<file path="src/rtl/kceg_pkg.sv">
// Shared types and helpers for the key change event generator.
// No dependencies.
package kceg_pkg;

    localparam int KEY_W     = 16;
    localparam int KEY_IDX_W = 4;
    localparam int Q_DEPTH   = 2;
    localparam int Q_PTR_W   = 1;
    localparam int Q_CNT_W   = 2;

    typedef logic [KEY_W-1:0]     key_vec_t;
    typedef logic [KEY_IDX_W-1:0] key_idx_t;

    // One queued request: keys that went down and keys that came up.
    typedef struct packed {
        key_vec_t press_mask;
        key_vec_t rel_mask;
    } kceg_entry_t;

    // Index of the lowest set bit; zero when none is set.
    function automatic key_idx_t lowest_index(input key_vec_t v);
        key_idx_t idx;
        idx = '0;
        for (int k = KEY_W - 1; k >= 0; k--)
        begin
            if (v[k])
            begin
                idx = KEY_IDX_W'(k);
            end
        end
        return idx;
    endfunction

endpackage

</file>
<file path="src/rtl/key_change_event_generator.sv">
// Key change event generator, top level.
// Depends on kceg_pkg, kceg_front, kceg_queue, kceg_back.
//
// Input channel: key_state with key_valid/key_stall. Each request is one
// sampled key vector; it is compared with the previously accepted vector.
// Output channel: is_release, key_number, last with event_valid/event_stall.
// One event per changed key among keys 0 to NUM_KEYS-1: presses in
// ascending key order, then releases in ascending order; last marks the
// final event of a sample. A sample with no change yields no event.
// A sample's change masks pass through the queue and the serializer's
// mask registers before its first event reaches the output register. The
// serializer emits one event per cycle unless event_stall holds it; it
// loads each change request from the two-entry queue in a step of its own.
// key_stall rises only when the queue holds two pending change requests.
// event_stall holds the output register; the serializer waits behind it.
// Reset clears the held key vector to all released, empties the queue and
// drops event_valid.
module key_change_event_generator #(
    parameter int NUM_KEYS = 16
) (
    input  logic                clk,
    input  logic                rst_n,
    input  kceg_pkg::key_vec_t  key_state,
    input  logic                key_valid,
    output logic                key_stall,
    output logic                event_valid,
    input  logic                event_stall,
    output logic                is_release,
    output kceg_pkg::key_idx_t  key_number,
    output logic                last
);
    import kceg_pkg::*;

    logic        push;
    kceg_entry_t push_data;
    logic        pop;
    kceg_entry_t head;
    logic        q_full;
    logic        q_empty;

    kceg_front #(
        .NUM_KEYS (NUM_KEYS)
    ) u_front (
        .clk       (clk),
        .rst_n     (rst_n),
        .key_state (key_state),
        .key_valid (key_valid),
        .key_stall (key_stall),
        .q_full    (q_full),
        .push      (push),
        .push_data (push_data)
    );

    kceg_queue u_queue (
        .clk       (clk),
        .rst_n     (rst_n),
        .push      (push),
        .push_data (push_data),
        .pop       (pop),
        .head      (head),
        .full      (q_full),
        .empty     (q_empty)
    );

    kceg_back u_back (
        .clk         (clk),
        .rst_n       (rst_n),
        .head        (head),
        .q_empty     (q_empty),
        .pop         (pop),
        .event_valid (event_valid),
        .event_stall (event_stall),
        .is_release  (is_release),
        .key_number  (key_number),
        .last        (last)
    );

endmodule

</file>
<file path="src/rtl/kceg_front.sv">
// Front end: takes key samples, diffs them against the held vector, queues change masks.
// Depends on kceg_pkg.
module kceg_front #(
    parameter int NUM_KEYS = 16
) (
    input  logic                  clk,
    input  logic                  rst_n,
    input  kceg_pkg::key_vec_t    key_state,
    input  logic                  key_valid,
    output logic                  key_stall,
    input  logic                  q_full,
    output logic                  push,
    output kceg_pkg::kceg_entry_t push_data
);
    import kceg_pkg::*;

    localparam logic [KEY_W:0] KEY_ONE_HOT = (KEY_W+1)'(1) << NUM_KEYS;
    localparam key_vec_t       KEY_MASK    = KEY_W'(KEY_ONE_HOT - (KEY_W+1)'(1));

    key_vec_t prev_reg;
    key_vec_t prev_next;
    key_vec_t changed;
    logic     accept;

    assign key_stall = q_full;
    assign accept    = key_valid && !q_full;
    assign changed   = (prev_reg ^ key_state) & KEY_MASK;

    assign push                 = accept && (changed != '0);
    assign push_data.press_mask = changed & key_state;
    assign push_data.rel_mask   = changed & ~key_state;

    assign prev_next = accept ? key_state : prev_reg;

    always_ff @(posedge clk or negedge rst_n)
    begin
        if (!rst_n)
        begin
            prev_reg <= '0;
        end
        else
        begin
            prev_reg <= prev_next;
        end
    end

endmodule

</file>
<file path="src/rtl/kceg_queue.sv">
// Two-entry register queue between the front end and the event serializer.
// Depends on kceg_pkg.
module kceg_queue (
    input  logic                  clk,
    input  logic                  rst_n,
    input  logic                  push,
    input  kceg_pkg::kceg_entry_t push_data,
    input  logic                  pop,
    output kceg_pkg::kceg_entry_t head,
    output logic                  full,
    output logic                  empty
);
    import kceg_pkg::*;

    kceg_entry_t              entry_reg [Q_DEPTH];
    logic [Q_PTR_W-1:0]       wr_ptr_reg;
    logic [Q_PTR_W-1:0]       wr_ptr_next;
    logic [Q_PTR_W-1:0]       rd_ptr_reg;
    logic [Q_PTR_W-1:0]       rd_ptr_next;
    logic [Q_CNT_W-1:0]       count_reg;
    logic [Q_CNT_W-1:0]       count_next;
    logic                     do_push;
    logic                     do_pop;

    assign full    = (count_reg == Q_CNT_W'(Q_DEPTH));
    assign empty   = (count_reg == '0);
    assign head    = entry_reg[rd_ptr_reg];
    assign do_push = push && !full;
    assign do_pop  = pop && !empty;

    always_comb
    begin
        wr_ptr_next = do_push ? wr_ptr_reg + Q_PTR_W'(1) : wr_ptr_reg;
        rd_ptr_next = do_pop ? rd_ptr_reg + Q_PTR_W'(1) : rd_ptr_reg;
        count_next  = count_reg;
        if (do_push && !do_pop)
        begin
            count_next = count_reg + Q_CNT_W'(1);
        end
        else if (do_pop && !do_push)
        begin
            count_next = count_reg - Q_CNT_W'(1);
        end
    end

    always_ff @(posedge clk or negedge rst_n)
    begin
        if (!rst_n)
        begin
            wr_ptr_reg <= '0;
            rd_ptr_reg <= '0;
            count_reg  <= '0;
        end
        else
        begin
            wr_ptr_reg <= wr_ptr_next;
            rd_ptr_reg <= rd_ptr_next;
            count_reg  <= count_next;
        end
    end

    always_ff @(posedge clk)
    begin
        if (do_push)
        begin
            entry_reg[wr_ptr_reg] <= push_data;
        end
    end

    a_count_bound: assert property (@(posedge clk) disable iff (!rst_n)
        count_reg <= Q_CNT_W'(Q_DEPTH))
        else $error("queue count beyond depth");

endmodule

</file>
<file path="src/rtl/kceg_back.sv">
// Back end: serializes one queued change request into press then release events.
// Depends on kceg_pkg.
module kceg_back (
    input  logic                  clk,
    input  logic                  rst_n,
    input  kceg_pkg::kceg_entry_t head,
    input  logic                  q_empty,
    output logic                  pop,
    output logic                  event_valid,
    input  logic                  event_stall,
    output logic                  is_release,
    output kceg_pkg::key_idx_t    key_number,
    output logic                  last
);
    import kceg_pkg::*;

    key_vec_t press_reg;
    key_vec_t press_next;
    key_vec_t rel_reg;
    key_vec_t rel_next;
    logic     busy_reg;
    logic     busy_next;
    logic     out_valid_reg;
    logic     out_valid_next;
    logic     is_release_reg;
    logic     is_release_next;
    key_idx_t key_number_reg;
    key_idx_t key_number_next;
    logic     last_reg;
    logic     last_next;

    logic     out_ready;
    logic     load_evt;
    logic     use_press;
    key_vec_t cur_vec;
    key_vec_t cur_rest;
    key_vec_t press_rest;
    key_vec_t rel_rest;

    assign out_ready = !out_valid_reg || !event_stall;
    assign load_evt  = busy_reg && out_ready;
    assign pop       = !busy_reg && !q_empty;

    assign use_press  = (press_reg != '0);
    assign cur_vec    = use_press ? press_reg : rel_reg;
    assign cur_rest   = cur_vec & (cur_vec - KEY_W'(1));
    assign press_rest = use_press ? cur_rest : press_reg;
    assign rel_rest   = use_press ? rel_reg : cur_rest;

    always_comb
    begin
        press_next      = press_reg;
        rel_next        = rel_reg;
        busy_next       = busy_reg;
        out_valid_next  = out_valid_reg;
        is_release_next = is_release_reg;
        key_number_next = key_number_reg;
        last_next       = last_reg;

        if (out_ready)
        begin
            out_valid_next = 1'b0;
        end

        if (pop)
        begin
            press_next = head.press_mask;
            rel_next   = head.rel_mask;
            busy_next  = 1'b1;
        end
        else if (load_evt)
        begin
            out_valid_next  = 1'b1;
            is_release_next = !use_press;
            key_number_next = lowest_index(cur_vec);
            last_next       = (press_rest == '0) && (rel_rest == '0);
            press_next      = press_rest;
            rel_next        = rel_rest;
            busy_next       = !last_next;
        end
    end

    always_ff @(posedge clk or negedge rst_n)
    begin
        if (!rst_n)
        begin
            busy_reg      <= 1'b0;
            out_valid_reg <= 1'b0;
        end
        else
        begin
            busy_reg      <= busy_next;
            out_valid_reg <= out_valid_next;
        end
    end

    always_ff @(posedge clk)
    begin
        press_reg      <= press_next;
        rel_reg        <= rel_next;
        is_release_reg <= is_release_next;
        key_number_reg <= key_number_next;
        last_reg       <= last_next;
    end

    assign event_valid = out_valid_reg;
    assign is_release  = is_release_reg;
    assign key_number  = key_number_reg;
    assign last        = last_reg;

    a_busy_has_work: assert property (@(posedge clk) disable iff (!rst_n)
        busy_reg |-> ((press_reg | rel_reg) != '0))
        else $error("serializer busy with empty masks");

    a_press_first: assert property (@(posedge clk) disable iff (!rst_n)
        (load_evt && use_press) |=> (out_valid_reg && !is_release_reg))
        else $error("release emitted while presses remain");

    a_last_ends_run: assert property (@(posedge clk) disable iff (!rst_n)
        (load_evt && (press_rest == '0) && (rel_rest == '0)) |=> (last_reg && !busy_reg))
        else $error("final event not flagged or serializer still busy");

endmodule

</file>
<file path="config.mk">
export PLATFORM = sky130hd
export DESIGN_NAME = key_change_event_generator
export DESIGN_NICKNAME = d
export VERILOG_FILES = /design/src/rtl/kceg_pkg.sv /design/src/rtl/key_change_event_generator.sv /design/src/rtl/kceg_front.sv /design/src/rtl/kceg_queue.sv /design/src/rtl/kceg_back.sv
export SDC_FILE = /design/constraint.sdc
export NUM_CORES = 1
export LEC_CHECK = 0
export ABC_CLOCK_PERIOD_IN_PS = 4000
export BUFFER_PORTS_ARGS = -buffer_cell sky130_fd_sc_hd__buf_2
export CELL_PAD_IN_SITES_DETAIL_PLACEMENT = 0
export CELL_PAD_IN_SITES_GLOBAL_PLACEMENT = 1
export CORE_AREA = 2 2 114 116
export DETAILED_ROUTE_END_ITERATION = 16
export DIE_AREA = 0 0 116 118
export PLACE_DENSITY_LB_ADDON = 0.1
export SYNTH_ARGS = -nofsm -noshare
export SYNTH_HDL_FRONTEND = slang
export SYNTH_SLANG_ARGS = --single-unit
</file>
<file path="constraint.sdc">
create_clock -name clk -period 4 [get_ports clk]
set_input_delay 1.2 -clock clk [delete_from_list [all_inputs] [get_ports clk]]
set_output_delay 1.2 -clock clk [all_outputs]
set_load 0.02 [all_outputs]
</file>
# Word level (Yosys, flattened, before mapping)
# Memories as Yosys holds them, arrays and structs flattened.
# Index checks and enable logic that the tools add are counted.
[totals]
register_bits = 60
latchBits = 0
ramBits = 64
rom_bits = 0
in_bits = 20
out_inout_bits = 8
wordCells = 88
memories = 1
[op_classes]
add_sub_neg = 5
multipliers = 0
div_mod_pow = 0
magnitude_cmp = 0
eq_ne = 1
shift = 0
mux = 31
bitwise = 6
reduce_logical = 30
[memory_table]
columns = ["name", "depth", "word_bits", "read_ports", "rd_ports_with_merged_regs", "write_ports", "line_no", "rtl"]
rows = [
  ["u_queue.entry_reg", 2, 32, 1, 0, 1, "kceg_queue.sv:15", "kceg_entry_t entry_reg [Q_DEPTH];"],
]
[op_table]
columns = ["operator", "n"]
rows = [
  ["2-to-1 mux 16 bit", 7],
  ["AND 16 bit", 3],
  ["zero test 16 bit", 2],
  ["2-to-1 mux 4 bit", 8],
  ["nonzero test 16 bit", 2],
  ["inverter 16 bit", 1],
  ["subtractor 16 x 1 -> 16 bit, second input constant", 1],
  ["XOR 16 bit", 1],
  ["2-to-1 mux 3 bit", 4],
  ["logical AND 1 bit", 9],
  ["zero test 1 bit", 9],
  ["2-to-1 mux 1 bit", 8],
  ["2-to-1 mux 2 bit", 4],
  ["OR reduction 8 bit", 1],
  ["nonzero test 2 bit", 2],
  ["OR reduction 4 bit", 1],
  ["adder 1 bit, second input constant", 2],
  ["adder 2 x 1 -> 2 bit, second input constant", 1],
  ["equality test 2 bit, second input constant", 1],
  ["zero test 2 bit", 1],
  ["AND reduction 2 bit", 1],
  ["OR reduction 2 bit", 1],
  ["subtractor 2 x 1 -> 2 bit, second input constant", 1],
  ["logical OR 1 bit", 1],
  ["inverter 1 bit", 1],
]

# Longest topological paths before layout
[depth]
depth_word = 17
ltp_mapped = 11
depth_no_buf = 9

# Cells and area by module
# A second synthesis with hierarchy kept.
[hier_totals]
hier_cells = 518
area_unflattened_um2 = 6436.2
[by_module_without_submodules]
columns = ["mod", "instances", "cells_per_inst", "area_each_um2"]
rows = [
  ["kceg_queue", 1, 119, 2658.8],
  ["kceg_back", 1, 293, 2620.0],
  ["kceg_front", 1, 106, 1157.4],
]

# Least setup slack after synthesis
# OpenSTA, ideal clock, no wires.
[synth_path]
path_kind = "input port to flip-flop"
start = "input port key_state[9]"
end = "memory u_queue.entry_reg[0][0] in the netlist's numbering, enable pin"
setup_time_ps = 461
arrival_ps = 3857
required_time_ps = 3539
slack_ps = -318
cell_stages = 5
n_path_buf = 0
cell_sequence = "inv_1 > ha_1 > nand4_1 > nor4_1 > nor3_1"
[synth_via]
elab_chain_cells = 6
[synth_rtl]
columns = ["element", "line_no", "rtl"]
rows = [
  ["start: declaration", "key_change_event_generator.sv:23", "input kceg_pkg::key_vec_t key_state,"],
  ["XOR 16 bit", "kceg_front.sv:27", "assign changed = (prev_reg ^ key_state) & KEY_MASK;"],
  ["nonzero test 16 bit", "kceg_front.sv:29", "assign push = accept && (changed != '0);"],
  ["logical AND 1 bit", "kceg_front.sv:29", ""],
  ["logical AND 1 bit", "kceg_queue.sv:28", "assign do_push = push && !full;"],
  ["2-to-1 mux 1 bit", "kceg_queue.sv:64", "if (do_push)"],
  ["2-to-1 mux 1 bit (implied by the code)", "kceg_queue.sv:66", "entry_reg[wr_ptr_reg] <= push_data;"],
  ["end: declaration", "kceg_queue.sv:15", ""],
]
# No other way between the ends.

# Worst setup path in the final report
[layout_path]
start = "register u_back.press_reg[12]"
end = "register u_back.key_number_reg[0], in the netlist u_back.key_number[0], data pin"
[layout_via]
elab_chain_cells = 17
[layout_rtl]
columns = ["element", "line_no", "rtl"]
rows = [
  ["start: declaration", "kceg_back.sv:17", "key_vec_t press_reg;"],
  ["start signal: assignment", "kceg_back.sv:99", "press_reg <= press_next;"],
  ["nonzero test 16 bit", "kceg_back.sv:44", "assign use_press = (press_reg != '0);"],
  ["2-to-1 mux 16 bit *", "kceg_back.sv:45", "assign cur_vec = use_press ? press_reg : rel_reg;"],
  ["2-to-1 mux 4 bit (8 in series)", "kceg_pkg.sv:26", "if (v[k])"],
  ["2-to-1 mux 3 bit (4 in series)", "kceg_pkg.sv:26", ""],
  ["2-to-1 mux 2 bit (2 in series)", "kceg_pkg.sv:26", ""],
  ["2-to-1 mux 1 bit", "kceg_pkg.sv:26", ""],
  ["end signal: assignment", "kceg_back.sv:102", "key_number_reg <= key_number_next;"],
  ["end: declaration", "kceg_back.sv:27", "key_idx_t key_number_reg;"],
]
# Every way passes the cells marked *; elsewhere a longest branch is shown, timed or not.
# A chain may end at the register's enable or synchronous reset.

==> reports/results.ini <==
[die]
rows = 41
die_area_um2 = 13700
num_io_pins = 28
fp.dieW_um = 116
core_area_um2 = 12400
initial_core_util = 0.489
die_h_um = 118

[placement]
placed_cell_area_um2 = 6390
dp.cells = 684
place.gp.congestion = 0.876
numPortBuffers = 27
dp_slack_ns = 0.546
dpl.hpwl_mm = 8.62

[sta]
slew_headroom = 0.363
clock_skew_ns = 0.00670
fmax_mhz = 305
final-setup-viol-count = 0
min_period_ns = 3.28
fin_setup_tns_ns = 0
rsz0062_at_grt = false
tightest_slew_ns = 0.956
setup_ws_ns = 0.722
whs_ns = 0.514
hold_viol = 0
fin_crit_sh = 0.820
slew_violations = 0

[status]
status = complete, no violations

[worst_setup_path]
reg2reg_slack_ns = 0.72
criticalPathCategory = reg2reg
regToRegEndpoint = u_back.key_number[0]$_SDFFCE_PP0P_
crit_fanout = 14
worstPathRequired_ns = 4.15
critPathLaunch = u_back.press_reg[12]$_DFFE_PP_
endpoint = u_back.key_number[0]$_SDFFCE_PP0P_
startpoint_type = flip-flop
arrival_ns = 3.43
r2r_start = u_back.press_reg[12]$_DFFE_PP_
r2r_cells = 8
cp-end-kind = flip-flop

[layout]
drive_gt1_frac = 0.143
post-route-util = 0.560
mostFrequentLayoutCell = edfxtp_1
fillers = 1099
nets = 584
final_cells = 716
most-common-layout-cells = edfxtp_1, o21ai_0, inv_1
areaGrowthSynthToFinish_pct = 14.5
fin_area_um2 = 6950
largest_reg_flops = 64
antenna-diode-count = 0

[grt]
grt_usage = 0.195
gr-total-overflow = 0
antenna_found_initial = 0
grt_max_degree = 51
first_global_vias = 3891
grt_first_pass_wirelength_mm = 20.4

[cts]
cts_setup_buffers = 0
cts_max_path_buffers = 2
numCtsBuffers = 17
cts.clk_slew.worst_paths_ns = 0.05
insertion_delay_ns = 0.41
cts_tree = yes
htreeDepth = 4
cts-resized-gates = 0
root_buffer = clkbuf_16
cts_hold_buffers = 0
clock_sinks = 124

[synth]
synth_fp_nets = 557
synth_edf_count = 102
synth_ff_type = edfxtp_1
synth.avg_cell_area_um2 = 12.1
synth_cell_types = 60
async_flop_share = 0.177
ys_warn_count = 0
synth_compound_area_frac = 0.124
synth_xor_xnor_area_share = 0.00721
synth_seq_cells = 124
synth_top_family_by_area = compound AO/OA/AOI/OAI gates
yosysSeqAreaShare = 0.595
syn_area_um2 = 6070
synthMuxAreaShare = 0.0478
yosys.area_share.simple = 0.112
synth_fa_ha_area_frac = 0.0696
netlist_instances = 504

[drt]
final_antenna_net_count = 0
via_per_inst = 5.49
wl_per_cell_um = 17.0
num_vias = 3932
drc = 0
totalWireLength_mm = 12.1
drtIter0Drc = 324
dr.pass1.iters = 5

[power]
power_density_nw_per_um2 = 554
power_mw = 3.85
ir_drop_uv = 304
leakagePower_nw = 2.81

[worst_hold_path]
min_path_type = reg2reg

[job]
cap_violations = 0

synthesized netlist by cell type, drive strengths merged (3+ instances only):
cell | count | area (um2)
buf | 8 | 51.3
edfxtp | 102 | 3060
nand4 | 5 | 31.3
or4 | 5 | 48.8
nor2b | 4 | 25.0
clkbuf | 17 | 63.8
and2 | 3 | 18.8
nand3 | 12 | 65.1
o22ai | 6 | 37.5
ha | 33 | 413
xnor2 | 3 | 26.3
or3 | 5 | 31.3
a21oi | 14 | 70.1
o32ai | 3 | 26.3
inv | 40 | 150
o21ai | 49 | 245
dfrtp | 22 | 551
mux2i | 29 | 290
a21o | 6 | 46.3
nor2 | 30 | 113
nor3 | 14 | 81.3
o211ai | 9 | 67.6
nand2 | 32 | 120
a31oi | 4 | 25.0
a211oi | 5 | 37.5
nor4 | 9 | 77.6
layout make-up:
| type | count | area, um2 | area share |
|---|---|---|---|
| Timing Repair Buffer | 33 | 193 | 0.0277 |
| Clock inverter | 14 | 129 | 0.0185 |
| Multi-Input combinational cell | 315 | 2220 | 0.319 |
| Tap cell | 172 | 215 | 0.0310 |
| Inverter | 40 | 150 | 0.0216 |
| Clock buffer | 18 | 429 | 0.0617 |
| Sequential cell | 124 | 3610 | 0.520 |
report_power, final:
group	internal, mW	switching [mW]	leakage, nW
clock network	0.904	0.519	0.280
logic	0.205	0.347	1.35
registers	1.75	0.132	1.18
total	2.85	0.998	2.81
how the worst min path moves through the flow:
stage	start	to	slack (ns)	depth (start not counted)
2_1_floorplan	u_queue.wr_ptr_reg$_DFFE_PN0P_	u_queue.wr_ptr_reg$_DFFE_PN0P_	0.47	1
3_3_place_gp	u_front.prev_reg[14]$_DFFE_PN0P_	u_front.prev_reg[14]$_DFFE_PN0P_	0.49	2
3_5_place_dp	u_front.prev_reg[14]$_DFFE_PN0P_	u_front.prev_reg[14]$_DFFE_PN0P_	0.51	2
4_1_cts	u_front.prev_reg[14]$_DFFE_PN0P_	u_front.prev_reg[14]$_DFFE_PN0P_	0.52	2
5_1_grt	u_back.busy_reg$_DFFE_PN0P_	flip-flop	0.55	1
6_report	u_front.prev_reg[14]$_DFFE_PN0P_	u_front.prev_reg[14]$_DFFE_PN0P_	0.51	2
layer usage:
layer / GRT usage / wire length (um)
met1: 0.290 / 5990
met2: 0.280 / 5410
met3: 0.0381 / 465
met4: 0.0826 / 281
met5: 0 / 0
worst max-delay path: stages, from the launching register on:
cell and delay [ns]:
edfxtp_1 0.53, or4_4 0.56, nor3_4 0.39, nand2_1 0.44, inv_1 0.38, a21oi_1 0.12
a221o_1 0.32, nor3_1 0.19, a21oi_1 0.09
kinds of logic (layout without fill, tap and decap cells):
logic type / after synthesis / in the layout
compound gates: 119 / 119
mux: 29 / 29
fa+ha+maj: 34 / 34
xor+xnor: 5 / 5
flops: 124 / 124
simple gates: 128 / 128
buf+inv: 65 / 105
Power figures use the tool's default switching activity.
